--- config.mk ---
export PLATFORM = sky130hd
export DESIGN_NAME = iia_fold
export DESIGN_NICKNAME = d
export VERILOG_FILES = /design/src/rtl/core/iia_pkg.sv /design/src/rtl/core/iia_fold.sv
export SDC_FILE = /design/constraint.sdc
export NUM_CORES = 1
export LEC_CHECK = 0
export BUFFER_PORTS_ARGS = -buffer_cell sky130_fd_sc_hd__buf_4
export CAP_MARGIN = 20
export CORE_AREA = 2 2 206 249
export DETAILED_ROUTE_END_ITERATION = 10
export DIE_AREA = 0 0 208 251
export GPL_TIMING_DRIVEN = 0
export PLACE_DENSITY = 0.69
export SETUP_SLACK_MARGIN = 0.05
export SLEW_MARGIN = 20
export SYNTH_ARGS = -nofsm -noshare
export SYNTH_HDL_FRONTEND = slang
export SYNTH_SLANG_ARGS = --single-unit
export TNS_END_PERCENT = 10
--- constraint.sdc ---
create_clock -name clk_i -period 3.88 [get_ports clk_i]
set_input_delay 0.194 -clock clk_i [delete_from_list [all_inputs] [get_ports clk_i]]
set_output_delay 0.194 -clock clk_i [all_outputs]
set_load 0.01 [all_outputs]
--- src/rtl/core/iia_pkg.sv ---
package iia_pkg;

  // Command codes carried in the command field of an input word.
  localparam logic [2:0] CMD_ADD   = 3'd0;
  localparam logic [2:0] CMD_SUB   = 3'd1;
  localparam logic [2:0] CMD_MUL   = 3'd2;
  localparam logic [2:0] CMD_DIV   = 3'd3;
  localparam logic [2:0] CMD_MOD   = 3'd4;
  localparam logic [2:0] CMD_NEG   = 3'd5;
  localparam logic [2:0] CMD_IDENT = 3'd6;

  // Every query is split into this many corner words.
  localparam int unsigned CORNERS = 4;

  // What the cell chain does with a word.
  typedef enum logic [1:0] {
    KIND_PASS,
    KIND_MUL,
    KIND_DIV
  } kind_e;

  // Control that travels with each corner word down the chain.
  typedef struct packed {
    kind_e       kind;
    logic [1:0]  idx;
    logic        neg;
    logic        ok;
    logic        applied;
  } ctl_t;

  typedef struct packed {
    logic [2:0]         command;
    logic               left_known;
    logic signed [63:0] left_min;
    logic signed [63:0] left_max;
    logic               right_known;
    logic signed [63:0] right_min;
    logic signed [63:0] right_max;
  } in_t;

  typedef struct packed {
    logic               applied;
    logic               result_known;
    logic signed [63:0] result_min;
    logic signed [63:0] result_max;
  } out_t;

endpackage

--- src/rtl/core/iia_fold.sv ---
module iia_fold #(
  parameter int unsigned Width = 64
) (
  input  logic                 clk_i,
  input  logic                 rst_ni,
  input  logic                 adv_i,
  input  logic                 valid_i,
  input  iia_pkg::ctl_t        ctl_i,
  input  logic [2*Width-1:0]   acc_i,
  output logic                 out_valid_o,
  output iia_pkg::out_t        out_o
);

  localparam logic [Width-1:0] Half = {1'b1, {(Width-1){1'b0}}};
  localparam logic [1:0]       LastIdx = 2'(iia_pkg::CORNERS - 1);

  logic [Width-1:0]        lo;
  logic                    negr;
  logic                    ovf;
  logic [2*Width-1:0]      f_val_d;
  logic                    f_ok_d;

  logic                    f_valid_q;
  iia_pkg::ctl_t           f_ctl_q;
  logic [2*Width-1:0]      f_val_q;
  logic                    f_ok_q;

  logic signed [Width-1:0] v;
  logic signed [Width-1:0] pmn;
  logic signed [Width-1:0] mn_d;
  logic signed [Width-1:0] mn_q;
  logic signed [Width-1:0] mx_d;
  logic signed [Width-1:0] mx_q;
  logic                    ok_d;
  logic                    ok_q;
  logic                    is_pass;

  logic                    out_valid_q;
  iia_pkg::out_t           out_q;

  // Turn the unsigned magnitude from the chain back into a signed corner.
  always_comb begin
    lo      = acc_i[Width-1:0];
    negr    = ctl_i.neg && (lo != '0);
    ovf     = 1'b0;
    f_val_d = acc_i;
    f_ok_d  = ctl_i.ok;
    unique case (ctl_i.kind)
      iia_pkg::KIND_MUL: begin
        ovf     = (acc_i[2*Width-1:Width] != '0) || (!negr && lo[Width-1]) ||
                  (negr && (lo > Half));
        f_ok_d  = ctl_i.ok && !ovf;
        f_val_d = {{Width{1'b0}}, (negr ? Width'(~lo + 1'b1) : lo)};
      end
      iia_pkg::KIND_DIV: begin
        f_val_d = {{Width{1'b0}}, (ctl_i.neg ? Width'(~lo + 1'b1) : lo)};
      end
      default: begin
        f_val_d = acc_i;
      end
    endcase
  end

  // Running minimum and maximum over the four corners of one query.
  always_comb begin
    v       = f_val_q[Width-1:0];
    pmn     = f_val_q[2*Width-1:Width];
    is_pass = (f_ctl_q.kind == iia_pkg::KIND_PASS);
    if (f_ctl_q.idx == '0) begin
      mn_d = is_pass ? pmn : v;
      mx_d = v;
      ok_d = f_ok_q;
    end else begin
      mn_d = (!is_pass && (v < mn_q)) ? v : mn_q;
      mx_d = (!is_pass && (v > mx_q)) ? v : mx_q;
      ok_d = ok_q && f_ok_q;
    end
  end

  always_ff @(posedge clk_i or negedge rst_ni) begin
    if (!rst_ni) begin
      f_valid_q   <= 1'b0;
      out_valid_q <= 1'b0;
    end else if (adv_i) begin
      f_valid_q   <= valid_i;
      out_valid_q <= f_valid_q && (f_ctl_q.idx == LastIdx);
    end
  end

  always_ff @(posedge clk_i) begin
    if (adv_i) begin
      f_ctl_q <= ctl_i;
      f_val_q <= f_val_d;
      f_ok_q  <= f_ok_d;
      if (f_valid_q) begin
        mn_q <= mn_d;
        mx_q <= mx_d;
        ok_q <= ok_d;
      end
      out_q.applied      <= f_ctl_q.applied;
      out_q.result_known <= ok_d;
      out_q.result_min   <= ok_d ? 64'(mn_d) : '0;
      out_q.result_max   <= ok_d ? 64'(mx_d) : '0;
    end
  end

  assign out_valid_o = out_valid_q;
  assign out_o       = out_q;

endmodule

==> metrics.txt <==
Boundary Pins 270; die width 208 um; vias per std cell 5.99; Final period util 0.989; Fmax achieved 261 MHz; core area 0.0498 mm^2; Final setup viols 0; clock sinks 395; startpoint types register; Worst Path Max Fanout 10; Port Buffer Count 266; final global-route overflow total 0; CTS tree done; Worst Skew 0.0223 ns; Initial DRT Pass Iterations 5; cell family with most CP delay compound AO/OA/AOI/OAI gates; Leak 11.2 nW; vias in the first global route 18638; Synth Net Count 2369; Clock Path Buffers 3; fill count 4226; Routed WL 78600 um; starting DRC count in detailed routing 1953; crit path time final 3.84 ns; FF+latch area 0.0119 mm^2; Clock Tree Root clkbuf_16; vias 18970; maximum capacitance violations 0; hold crit path type primary input to register; slew margin rel. 0.246; leading register cell type out of synthesis edfxtp_1; CP required 4.17 ns; Starting Density 0.447; Worst Setup End Kind register; register bit total from synthesis 395; Fin. Hold Viols 0; dpl cell area 0.0252 mm^2; Area Growth Syn to Fin 25.2%; Ys Warns 0; crit-path max cell delay 0.59 ns; critical-path cell with the highest stage delay o31ai_4; PwrDens 485 mW/mm^2; die area 0.0522 mm^2; VDD IR max 0.300 mV; Reg clk slew, reported paths 0.06 ns; Synth Instances 2100; antenna-violating nets left 0; FP Rows 90; post-layout instance area 0.0278 mm^2; run status completed; Crit Path Class register to register; Final WS setup 0.0426 ns; Top cell by count, worst path nand4_1; DR WL/cell 24.8 um; unrepaired setup endpoints after global routing yes; largest net degree at the start of global routing 104; Tot GR Track Use 0.292; Placer Congestion 0.964; clk_lat worst skew 0.56 ns; Final HPWL DP 59600 um; cts bufs inserted 42; Die H 251 um; Pins Over Slew Limit 0; register area share after synthesis 0.533; minimum hold slack 0.00995 ns; area of the multi-input gates 0.00955 mm^2; initial antenna violation count 3; fraction of layout cells with a size suffix above 1 0.182; Slew @ Worst Pin 1.13 ns; H-tree Lvls 2; final net count 2760; synthesized area per cell 10.6 um^2; CP Cell Sequence ha_1, nand4_1, nor2_1, nand4_1, o21ai_1, nor3_2, o31ai_4, clkbuf_1, o31ai_1, a211oi_1; critical path buffer and inverter count 1; critical path data arrival time 4.13 ns; Cell Area, Synth 0.0222 mm^2; number of enable flip-flop cells after synthesis 393; first-pass GRT wire length 115000 um; DRC 0; dpl ws -0.988 ns; Distinct cells, synth 69; async set-reset flop share out of synthesis 0.00506
layer usage:
metal,vias up,GRT usage,routed length (um)
met5,-,0,0
met3,168,0.0322,5630
li1,8664,-,-
met4,0,0.127,3650
met1,9249,0.394,32500
met2,889,0.480,36900
area by class of cell:
cell class              count  share of cell area
flip-flops and latches    395               0.426
multi-input cells        1385               0.343
repair buffers            349               0.103
clock buffers              49              0.0398
well taps                 644              0.0290
inverters                 202              0.0272
plain buffers             116              0.0204
clock inverters            28              0.0115
diodes                      1           0.0000899
logic make-up (layout without fill, tap and decap cells):
logic type,count (synthesis),after routing,synth area share
AND/OR/NAND/NOR,628,628,0.147
AO/OA/AOI/OAI,541,541,0.153
flip-flops,395,395,0.533
buffers and inverters,320,744,0.0553
adder cells (fa/ha/maj),130,130,0.0732
multiplexers,76,76,0.0346
XOR/XNOR,10,10,0.00394
other,0,1,0
what timing repair did:
| action | CTS | global route |
|---|---|---|
| setup endpoints to repair | 254 | 193 |
| cloned | 0 | 0 |
| pin swaps | 3 | 5 |
| gates resized for setup | 67 | 53 |
| endpoints found under the hold margin | 68 | 0 |
| setup buffers | 5 | 6 |
| hold buffers | 68 | 0 |
registers in the layout (all words and copies together) (netlist names):
signal       flops
mx_q            64
mn_q            64
ok_q             1
out_valid_o      1
f_valid_q        1
f_ok_q           1
f_val_q        128
f_ctl_q          5
out_o          130
where the power goes:
group          leakage [nW]  internal [W]  switching, W
Clock                 0.697       0.00252       0.00173
Combinational          6.62       0.00136       0.00217
Sequential             3.86       0.00538      0.000341
Total                  11.2       0.00925       0.00424
metrics by stage:
| stage | util | std cells | TNS [ns] | power [W] |
|---|---|---|---|---|
| CTS | 0.554 | 3164 | 0 | 0.0134 |
| floorplan | - | 2100 | 0 | 0.00755 |
| global route | 0.559 | 3168 | -0.198 | 0.0140 |
| finish | 0.559 | 3169 | 0 | 0.0135 |
| detailed placement | 0.505 | 3014 | -122.96 | 0.00896 |
| global placement | 0.503 | 3010 | -639.21 | 0.00888 |
final timing paths:
check / slack, ns / cells after the start / startpoint / to
max: 0.04 / 10 / f_val_q[63] / out_o[94]
min: 0.01 / 3 / acc_i[15] / f_val_q[15]
max reg2reg: 0.04 / 10 / f_val_q[63] / out_o[94]
min reg2reg: 0.42 / 0 / f_ctl_q[0] / out_o[129]
max in group asynchronous: 3.24 / 3 / rst_ni / out_valid_o
min in group asynchronous: 0.52 / 3 / rst_ni / f_valid_q
worst min-delay path: stages:
cell	delay (ns)
buf_4	0.13
nand2_1	0.05
o21ai_0	0.06
Yosys cell counts, types with 4 or more instances:
cell type,n,area share
buf_1,5,0.00084
a22oi_1,9,0.0030
nand4_1,60,0.017
mux2i_1,69,0.031
o21a_1,6,0.0020
ha_1,130,0.073
and2_1,69,0.019
o211ai_1,8,0.0027
a21o_1,16,0.0054
edfxtp_1,393,0.53
o31ai_1,109,0.037
inv_1,200,0.034
nand2b_1,6,0.0017
xor2_1,4,0.0016
nor4_1,29,0.0082
nor2_1,74,0.012
or4_1,5,0.0017
o21ai_1,8,0.0018
buf_2,16,0.0036
nor3_1,43,0.0097
nand3_1,27,0.0061
a221oi_1,8,0.0032
a21oi_1,194,0.044
a211oi_1,61,0.021
or3_1,85,0.024
and3_1,7,0.0020
o21ai_0,84,0.019
mux2_1,5,0.0025
nor2b_1,7,0.0020
and4_1,9,0.0035
xnor2_1,6,0.0024
nand2_1,186,0.031
or2_2,9,0.0025
clkbuf_1,96,0.016
cells in the final DEF, fill, tap and decap left out, drive strengths merged, types with 43 or more instances in the layout:
cell | netlist | routed
a211oi | 62 | 62
a21oi | 194 | 194
and2 | 69 | 69
buf | 22 | 299
clkbuf | 96 | 147
dlygate4sd3 | 0 | 68
edfxtp | 393 | 393
ha | 130 | 130
inv | 201 | 203
mux2i | 69 | 69
nand2 | 186 | 186
nand4 | 60 | 60
nor2 | 74 | 74
nor3 | 43 | 43
o21ai | 92 | 92
o31ai | 109 | 109
or3 | 87 | 87
Note: power is estimated with default switching activity, not from simulation.
