### config.mk
export PLATFORM = sky130hd
export DESIGN_NAME = iia_cell
export DESIGN_NICKNAME = d
export VERILOG_FILES = /design/src/rtl/core/iia_pkg.sv /design/src/rtl/core/iia_cell.sv
export SDC_FILE = /design/constraint.sdc
export NUM_CORES = 1
export LEC_CHECK = 0
export ABC_CLOCK_PERIOD_IN_PS = 1700
export BUFFER_PORTS_ARGS = -buffer_cell sky130_fd_sc_hd__buf_2
export CORE_AREA = 2 2 205 207
export DETAILED_ROUTE_END_ITERATION = 8
export DIE_AREA = 0 0 207 209
export PLACE_DENSITY_LB_ADDON = 0.1
export SYNTH_ARGS = -nofsm -noshare
export SYNTH_HDL_FRONTEND = slang
export SYNTH_SLANG_ARGS = --single-unit
### constraint.sdc
create_clock -name clk_i -period 1.7 [get_ports clk_i]
set_clock_uncertainty 0.2 [all_clocks]
set_input_delay 0.085 -clock clk_i [delete_from_list [all_inputs] [get_ports clk_i]]
set_output_delay 0.085 -clock clk_i [all_outputs]
set_load 0.005 [all_outputs]
### src/rtl/core/iia_pkg.sv
package iia_pkg;

  // Command codes carried in the command field of an input word.
  localparam logic [2:0] CMD_ADD   = 3'd0;
  localparam logic [2:0] CMD_SUB   = 3'd1;
  localparam logic [2:0] CMD_MUL   = 3'd2;
  localparam logic [2:0] CMD_DIV   = 3'd3;
  localparam logic [2:0] CMD_MOD   = 3'd4;
  localparam logic [2:0] CMD_NEG   = 3'd5;
  localparam logic [2:0] CMD_IDENT = 3'd6;

  // Every query is split into this many corner words.
  localparam int unsigned CORNERS = 4;

  // What the cell chain does with a word.
  typedef enum logic [1:0] {
    KIND_PASS,
    KIND_MUL,
    KIND_DIV
  } kind_e;

  // Control that travels with each corner word down the chain.
  typedef struct packed {
    kind_e       kind;
    logic [1:0]  idx;
    logic        neg;
    logic        ok;
    logic        applied;
  } ctl_t;

  typedef struct packed {
    logic [2:0]         command;
    logic               left_known;
    logic signed [63:0] left_min;
    logic signed [63:0] left_max;
    logic               right_known;
    logic signed [63:0] right_min;
    logic signed [63:0] right_max;
  } in_t;

  typedef struct packed {
    logic               applied;
    logic               result_known;
    logic signed [63:0] result_min;
    logic signed [63:0] result_max;
  } out_t;

endpackage

### src/rtl/core/iia_cell.sv
module iia_cell #(
  parameter int unsigned Width = 64
) (
  input  logic                 clk_i,
  input  logic                 rst_ni,
  input  logic                 adv_i,
  input  logic                 valid_i,
  input  iia_pkg::ctl_t        ctl_i,
  input  logic [Width-1:0]     a_i,
  input  logic [Width-1:0]     b_i,
  input  logic [2*Width-1:0]   acc_i,
  output logic                 valid_o,
  output iia_pkg::ctl_t        ctl_o,
  output logic [Width-1:0]     a_o,
  output logic [Width-1:0]     b_o,
  output logic [2*Width-1:0]   acc_o
);

  logic                 valid_q;
  iia_pkg::ctl_t        ctl_q;
  logic [Width-1:0]     a_q;
  logic [Width-1:0]     b_q;
  logic [Width-1:0]     b_d;
  logic [2*Width-1:0]   acc_q;
  logic [2*Width-1:0]   acc_d;
  logic [2*Width:0]     msum;
  logic [2*Width:0]     dsh;
  logic [Width:0]       drem;
  logic                 dq;

  // One multiplier bit (shift-add, product settles in acc) or one restoring
  // division step (remainder in the upper half, quotient in the lower half).
  always_comb begin
    msum  = {1'b0, acc_i} + (b_i[0] ? {1'b0, a_i, {Width{1'b0}}} : '0);
    dsh   = {acc_i, 1'b0};
    dq    = dsh[2*Width:Width] >= {1'b0, a_i};
    drem  = dq ? dsh[2*Width:Width] - {1'b0, a_i} : dsh[2*Width:Width];
    acc_d = acc_i;
    b_d   = b_i;
    unique case (ctl_i.kind)
      iia_pkg::KIND_MUL: begin
        acc_d = msum[2*Width:1];
        b_d   = b_i >> 1;
      end
      iia_pkg::KIND_DIV: begin
        acc_d = {drem[Width-1:0], dsh[Width-1:1], dq};
      end
      default: begin
        acc_d = acc_i;
      end
    endcase
  end

  always_ff @(posedge clk_i or negedge rst_ni) begin
    if (!rst_ni) begin
      valid_q <= 1'b0;
    end else if (adv_i) begin
      valid_q <= valid_i;
    end
  end

  always_ff @(posedge clk_i) begin
    if (adv_i) begin
      ctl_q <= ctl_i;
      a_q   <= a_i;
      b_q   <= b_d;
      acc_q <= acc_d;
    end
  end

  assign valid_o = valid_q;
  assign ctl_o   = ctl_q;
  assign a_o     = a_q;
  assign b_o     = b_q;
  assign acc_o   = acc_q;

endmodule

==> results.sh, run 1 <==
export IMPL_required_ns=1.83
export IMPL_grt_max_degree=48
export IMPL_dr_wl_met2_um=53990
export IMPL_violations="negative hold slack, negative setup slack"
export IMPL_fin_area_sq_um=36960
export IMPL_max_slew_worst_pin_slew_ns=0.5866
export IMPL_cp_start_kind="input port"
export IMPL_clock_sinks=264
export IMPL_finalHoldViolCount=1
export IMPL_placedInstanceArea_sq_um=28990
export IMPL_die_h_um=209
export IMPL_root_buffer="clkbuf_16"
export IMPL_wl_met1_um=38190
export IMPL_max_freq_mhz=310.1
export IMPL_ys_seq_area_frac=0.3975
export IMPL_dieWidth_um=207
export IMPL_p_leak_nw=16.38
export IMPL_syn_cell_area_sq_um=19930
export IMPL_avgRoutedWirePerCell_um=28.35
export IMPL_post_dp_hpwl_um=68760
export IMPL_ys_warn_count=0
export IMPL_end_kind="flop"
export IMPL_clk_pin_slew_worst_paths_ns=0.06
export IMPL_layout_drive_gt1_share=0.5164
export IMPL_coreArea_sq_um=41290
export IMPL_row_count=75
export IMPL_rsz0062_at_grt="true"
export IMPL_cts_tree="built"
export IMPL_synth_seq_cells=264
export IMPL_ir_drop_mv=0.8990
export IMPL_worst_slack_ns=-1.525
export IMPL_die_area_sq_um=43260
export IMPL_period_share=1.897
export IMPL_whs_path_depth=6
export IMPL_ios=531
export IMPL_num_fill_cells=1725
export IMPL_drt_pre_antenna_iters=6
export IMPL_hp_class="in2reg"
export IMPL_port_buffer_count=530
export IMPL_synthCells=2176
export IMPL_gp_congestion=1.006
export IMPL_synth_fp_nets=2575
export IMPL_setup_viol_count_final=75
export IMPL_wl_met3_um=15490
export IMPL_top_layer="met5"
export IMPL_grt_ovfl_total=0
export IMPL_multiInputGateArea_sq_um=14060
export IMPL_synth_edf_count=263
export IMPL_nets=4131
export IMPL_synth_cell_types=78
export IMPL_timing_hold_ws_ns=-0.007113
export IMPL_viasPerCell=6.531
export IMPL_grt_usage=0.4758
export IMPL_start_util=0.4827
export IMPL_cts_max_level=1
export IMPL_hold_path_startpoint="acc_i[103]"
export IMPL_numCtsBuffers=29
export IMPL_final_core_util=0.8952
export IMPL_drv_cap=0
export IMPL_worstRegToRegCells=2
export IMPL_antenna_found_initial=10
export IMPL_synth_avg_cell_area_sq_um=9.159
export IMPL_outcome="finished with violations"
export IMPL_wirelength_um=121900
export IMPL_r2r_start="valid_o"
export IMPL_area_delta_synth_final_pct=85.46
export IMPL_grt_pass1_vias=27440
export IMPL_slew_headroom=0.6028
export IMPL_power_density_nw_per_um2=733.3
export IMPL_min_to="acc_o[104]"
export IMPL_arrival_ns=3.35
export IMPL_slew_viol_final=0
export IMPL_clock_path_buffers=3
export IMPL_ys_flop_type="edfxtp_1"
export IMPL_period_minus_slack_ns=3.225
export IMPL_insertion_delay_ns=0.60
export IMPL_synthArstFlopShare=0.003788
export IMPL_via_count=28080
export IMPL_r2r_setup_slack_ns=0.11
export IMPL_grt_pass1_wl_um=160500
export IMPL_regToRegEndpoint="valid_o"
export IMPL_drc=0
export IMPL_ant_nets=0
export IMPL_register_area_sq_um=7923
export IMPL_crit_fanout=7
export IMPL_drt_iter0_drc=4018
export IMPL_path_class="in2reg"
==> layer usage <==
metal | up-vias | track usage
met1 | 12970 | 0.5245
met2 | 2812 | 0.8029
met3 | 1094 | 0.1115
met5 | - | 0
li1 | 11200 | -
met4 | 6 | 0.3530
==> per-stage QoR <==
step | cells | power (mW) | worst slack, ns | TNS, ns
2_1_floorplan | 2176 | 12.15 | -1.513 | -77.82
3_3_place_gp | 3807 | 16.38 | -2.642 | -127.68
3_5_place_dp | 3807 | 16.53 | -2.685 | -131.53
4_1_cts | 4250 | 24.95 | -1.165 | -63.95
5_1_grt | 4297 | 27.61 | -1.587 | -86.93
6_report | 4299 | 27.11 | -1.525 | -82.31
==> cells in the mapped netlist, types with 13 or more instances <==
master	count	share of area
mux2_2	66	0.037
o31ai_1	21	0.0079
a21oi_1	189	0.047
edfxtp_1	263	0.40
a21o_1	61	0.023
nand4_1	43	0.013
xnor2_1	59	0.026
a31oi_1	13	0.0041
o21ai_1	24	0.0060
o21bai_1	25	0.0094
ha_1	130	0.082
nand3_1	30	0.0075
inv_1	111	0.021
clkbuf_1	105	0.020
a22oi_1	92	0.035
xor2_1	58	0.025
and2_1	70	0.022
nor3_1	17	0.0043
nand2_1	262	0.049
a211oi_1	13	0.0049
nand2b_1	14	0.0044
nor2_1	109	0.021
a221oi_1	19	0.0083
o21ai_0	194	0.049
o21a_1	21	0.0079
==> timing repair <==
action	in CTS	in global routing
gates cloned	8	3
setup buffers	80	58
hold buffers	302	0
pin swaps	190	191
gates resized for setup	349	269
hold endpoints to repair	467	0
setup endpoints to repair	65	98
==> report_power, final <==
group          internal, mW  leakage, nW  switching (mW)
sequential             7.97         2.57           0.281
combinational          5.56         13.3            6.19
clock                  4.03        0.488            3.07
total                  17.6         16.4            9.54
==> flip-flops by register name, indices dropped and copies added, names as in the netlist <==
| register | cells |
|---|---|
| acc_o | 128 |
| b_o | 64 |
| a_o | 64 |
| ctl_o | 7 |
| valid_o | 1 |
==> area by class of cell <==
class                   count  area share
clock buffers              32     0.01994
clock inverters            22    0.007176
inverters                 111     0.01202
flip-flops and latches    264      0.2143
well taps                 539     0.01825
repair buffers           1652      0.3476
diodes                      5   0.0003385
multi-input cells        1674      0.3804
==> worst max-delay path, cell delays in order <==
cell	delay, ns
buf_2	0.10
inv_1	0.08
ha_2	0.44
nand4_1	0.27
nor2_1	0.32
buf_4	0.18
a21oi_2	0.07
o211ai_1	0.20
a32oi_1	0.17
buf_4	0.19
a21oi_4	0.22
o21a_1	0.21
buf_4	0.14
a21oi_4	0.06
o31ai_1	0.33
xnor2_1	0.17
o22ai_1	0.12
==> worst max-delay path by stage <==
stage	endpoint	startpoint	slack [ns]
5_1_grt	acc_o[122]	acc_i[72]	-1.59
3_5_place_dp	acc_o[124]	a_i[2]	-2.68
2_1_floorplan	acc_o[119]	b_i[0]	-1.51
3_3_place_gp	acc_o[124]	acc_i[63]	-2.64
6_report	acc_o[122]	a_i[9]	-1.53
4_1_cts	acc_o[121]	b_i[0]	-1.17
==> logic make-up (layout without fill, tap and decap cells) <==
kind of cell | after synthesis | in the layout | synth area share
AO/OA/AOI/OAI | 751 | 751 | 0.2381
other | 0 | 5 | 0
flip-flops | 264 | 264 | 0.3975
buffers and inverters | 238 | 1817 | 0.04771
adder cells (fa/ha/maj) | 132 | 132 | 0.08362
multiplexers | 72 | 72 | 0.04030
XOR/XNOR | 117 | 117 | 0.05142
AND/OR/NAND/NOR | 602 | 602 | 0.1414
==> placed cells by master, fill, tap and decap left out, types with 15 or more instances in the layout <==
master           n
o21a_1          20
a21oi_4         17
inv_1           88
buf_2          502
nand2_1        229
buf_4          735
inv_2           17
buf_6           62
xnor2_1         51
nand2_4         15
a21oi_1        128
ha_1            64
a22oi_1         57
dlygate4sd3_1  295
o21ai_1         51
o21ai_0        104
mux2_2          64
nand4_1         43
buf_12          30
a21o_1          60
ha_4            63
and2_4          20
a22oi_2         35
nor2_1          85
o21bai_1        21
xor2_1          49
edfxtp_1       263
a221oi_2        19
a21oi_2         47
o21ai_2         54
nand2_2         17
nand3_1         20
nor2_2          16
clkbuf_16       32
and2_1          49
No activity file was read; power rests on OpenSTA's default activity.
==> run 2, diff against run 1 <==
--- a/config.mk
+++ b/config.mk
@@ -7,9 +7,11 @@
 export LEC_CHECK = 0
 export ABC_CLOCK_PERIOD_IN_PS = 1700
 export BUFFER_PORTS_ARGS = -buffer_cell sky130_fd_sc_hd__buf_2
+export CAP_MARGIN = 20
 export CORE_AREA = 2 2 205 207
 export DETAILED_ROUTE_END_ITERATION = 8
 export DIE_AREA = 0 0 207 209
+export GPL_TIMING_DRIVEN = 0
 export PLACE_DENSITY_LB_ADDON = 0.1
 export SYNTH_ARGS = -nofsm -noshare
 export SYNTH_HDL_FRONTEND = slang
==> run 2 against run 1 <==
  * The flow still finishes with violations (negative hold slack, negative setup slack)
  * Critical path depth is 2 lower
  * Largest power group unchanged
  * Sequential power down 1%
  * Global-route usage down 8.1 points
  * Setup slack got worse by 0.094 ns
  * Register-to-register slack gained 0.03 ns
==> results.sh, run 2 (synthesis results as in run 1) <==
export IMPL_area_delta_synth_final_pct=59.11
export IMPL_clk_pin_slew_worst_paths_ns=0.06
export IMPL_drv_cap=0
export IMPL_dp_slack_ns=-2.647
export IMPL_setup_viol_count_final=66
export IMPL_worstRegToRegCells=2
export IMPL_post_dp_hpwl_um=62540
export IMPL_clock_path_buffers=3
export IMPL_antenna_found_initial=5
export IMPL_max_slew_worst_pin_slew_ns=1.022
export IMPL_viasPerCell=6.087
export IMPL_arrival_ns=3.38
export IMPL_insertion_delay_ns=0.57
export IMPL_cts_max_level=1
export IMPL_gp_congestion=1.006
export IMPL_die_area_sq_um=43260
export IMPL_cp_start_kind="input port"
export IMPL_coreArea_sq_um=41290
export IMPL_die_h_um=209
export IMPL_finalHoldViolCount=81
export IMPL_root_buffer="clkbuf_16"
export IMPL_cts_tree="built"
export IMPL_grt_usage=0.3946
export IMPL_met1_usage=0.4884
export IMPL_nets=3552
export IMPL_largest_reg_flops=128
export IMPL_start_util=0.4827
export IMPL_final_cell_mix="buf_2 (514), dlygate4sd3_1 (272), edfxtp_1 (263), nand2_1 (223), a21oi_1 (134)"
export IMPL_period_share=1.953
export IMPL_required_ns=1.76
export IMPL_drt_pre_antenna_iters=7
export IMPL_outcome="finished with violations"
export IMPL_violations="negative hold slack, negative setup slack"
export IMPL_end_kind="flop"
export IMPL_worst_slack_ns=-1.619
export IMPL_grt_ovfl_total=0
export IMPL_grt_pass1_vias=22260
export IMPL_avgRoutedWirePerCell_um=24.41
export IMPL_met3_usage=0.06567
export IMPL_whs_path_depth=1
export IMPL_grt_util_met2=0.6655
export IMPL_hp_class="in2reg"
export IMPL_port_buffer_count=529
export IMPL_clock_sinks=264
export IMPL_p_leak_nw=13.23
export IMPL_path_class="in2reg"
export IMPL_numCtsBuffers=29
export IMPL_ios=531
export IMPL_dieWidth_um=207
export IMPL_holdBufCountCts=272
export IMPL_slew_headroom=0.3189
export IMPL_grt_max_degree=102
export IMPL_max_freq_mhz=301.3
export IMPL_rsz0062_at_grt="true"
export IMPL_busiest_layer="met2"
export IMPL_final_core_util=0.7680
export IMPL_ir_drop_mv=0.8460
export IMPL_layout_drive_gt1_share=0.4115
export IMPL_period_minus_slack_ns=3.319
export IMPL_final_common_cell="buf_2"
export IMPL_ant_nets=0
export IMPL_grt_pass1_wl_um=132400
export IMPL_row_count=75
export IMPL_drc=0
export IMPL_via_count=22640
export IMPL_timing_hold_ws_ns=-0.2052
export IMPL_wirelength_um=90770
export IMPL_power_density_nw_per_um2=742.6
export IMPL_slew_viol_final=0
export IMPL_r2r_setup_slack_ns=0.14
export IMPL_crit_fanout=7
export IMPL_drt_iter0_drc=2154
==> run 2: area by class of cell <==
cell class	instances	area, sq um
timing repair buffer	974	7261
fill	2835	9578
antenna	6	15.01
sequential	264	7923
buffer	99	782.0
multi-input combinational	1674	13710
clock inverter	19	166.4
inverter	111	441.7
tap	539	674.4
clock buffer	33	740.7
==> run 2: report_power, final <==
part	switching, mW	leakage (nW)	internal, mW
registers	0.177	2.57	7.97
logic	5.04	10.2	4.15
clock network	2.67	0.445	3.55
==> run 2: repair_timing <==
item,CTS,global route
gates resized for setup,418,180
cloned,12,0
setup endpoints to repair,192,95
hold endpoints to repair,345,80
pin swaps,149,125
setup buffers,116,53
==> run 2: stage by stage <==
stage	power (mW)	instances	area (sq um)	setup TNS, ns
floorplan	12.15	2176	20860	-77.82
global placement	14.77	3244	24180	-1082.47
detailed placement	14.82	3246	24240	-246.34
CTS	22.75	3677	30780	-71.65
global route	24.36	3718	31710	-80.67
finish	23.55	3719	31710	-78.73
==> run 2: critical path: stages <==
cell and delay (ns):
clkbuf_16 0.16, buf_12 0.15, clkbuf_16 0.15, and2_4 0.16
ha_4 0.16, or2_4 0.25, o211ai_1 0.36, a21oi_4 0.14
o211ai_1 0.58, nand3_2 0.24, a21oi_4 0.21, o41a_1 0.28
o21ai_1 0.11, xnor2_1 0.15, o221ai_1 0.17
==> run 2: final timing paths <==
kind | endpoint | from
worst max register to register | valid_o | valid_o
worst min register to register | valid_o | valid_o
min in group asynchronous | valid_o | rst_ni
max in group asynchronous | valid_o | rst_ni
worst min-delay path | a_o[42] | adv_i
worst max-delay path | acc_o[126] | b_i[0]
==> run 2: layer usage <==
layer / vias up / wire length, um
li1: 10050 / -
met1: 10840 / 33900
met2: 1435 / 43000
met3: 313 / 8522
met4: 0 / 5355
met5: - / 0
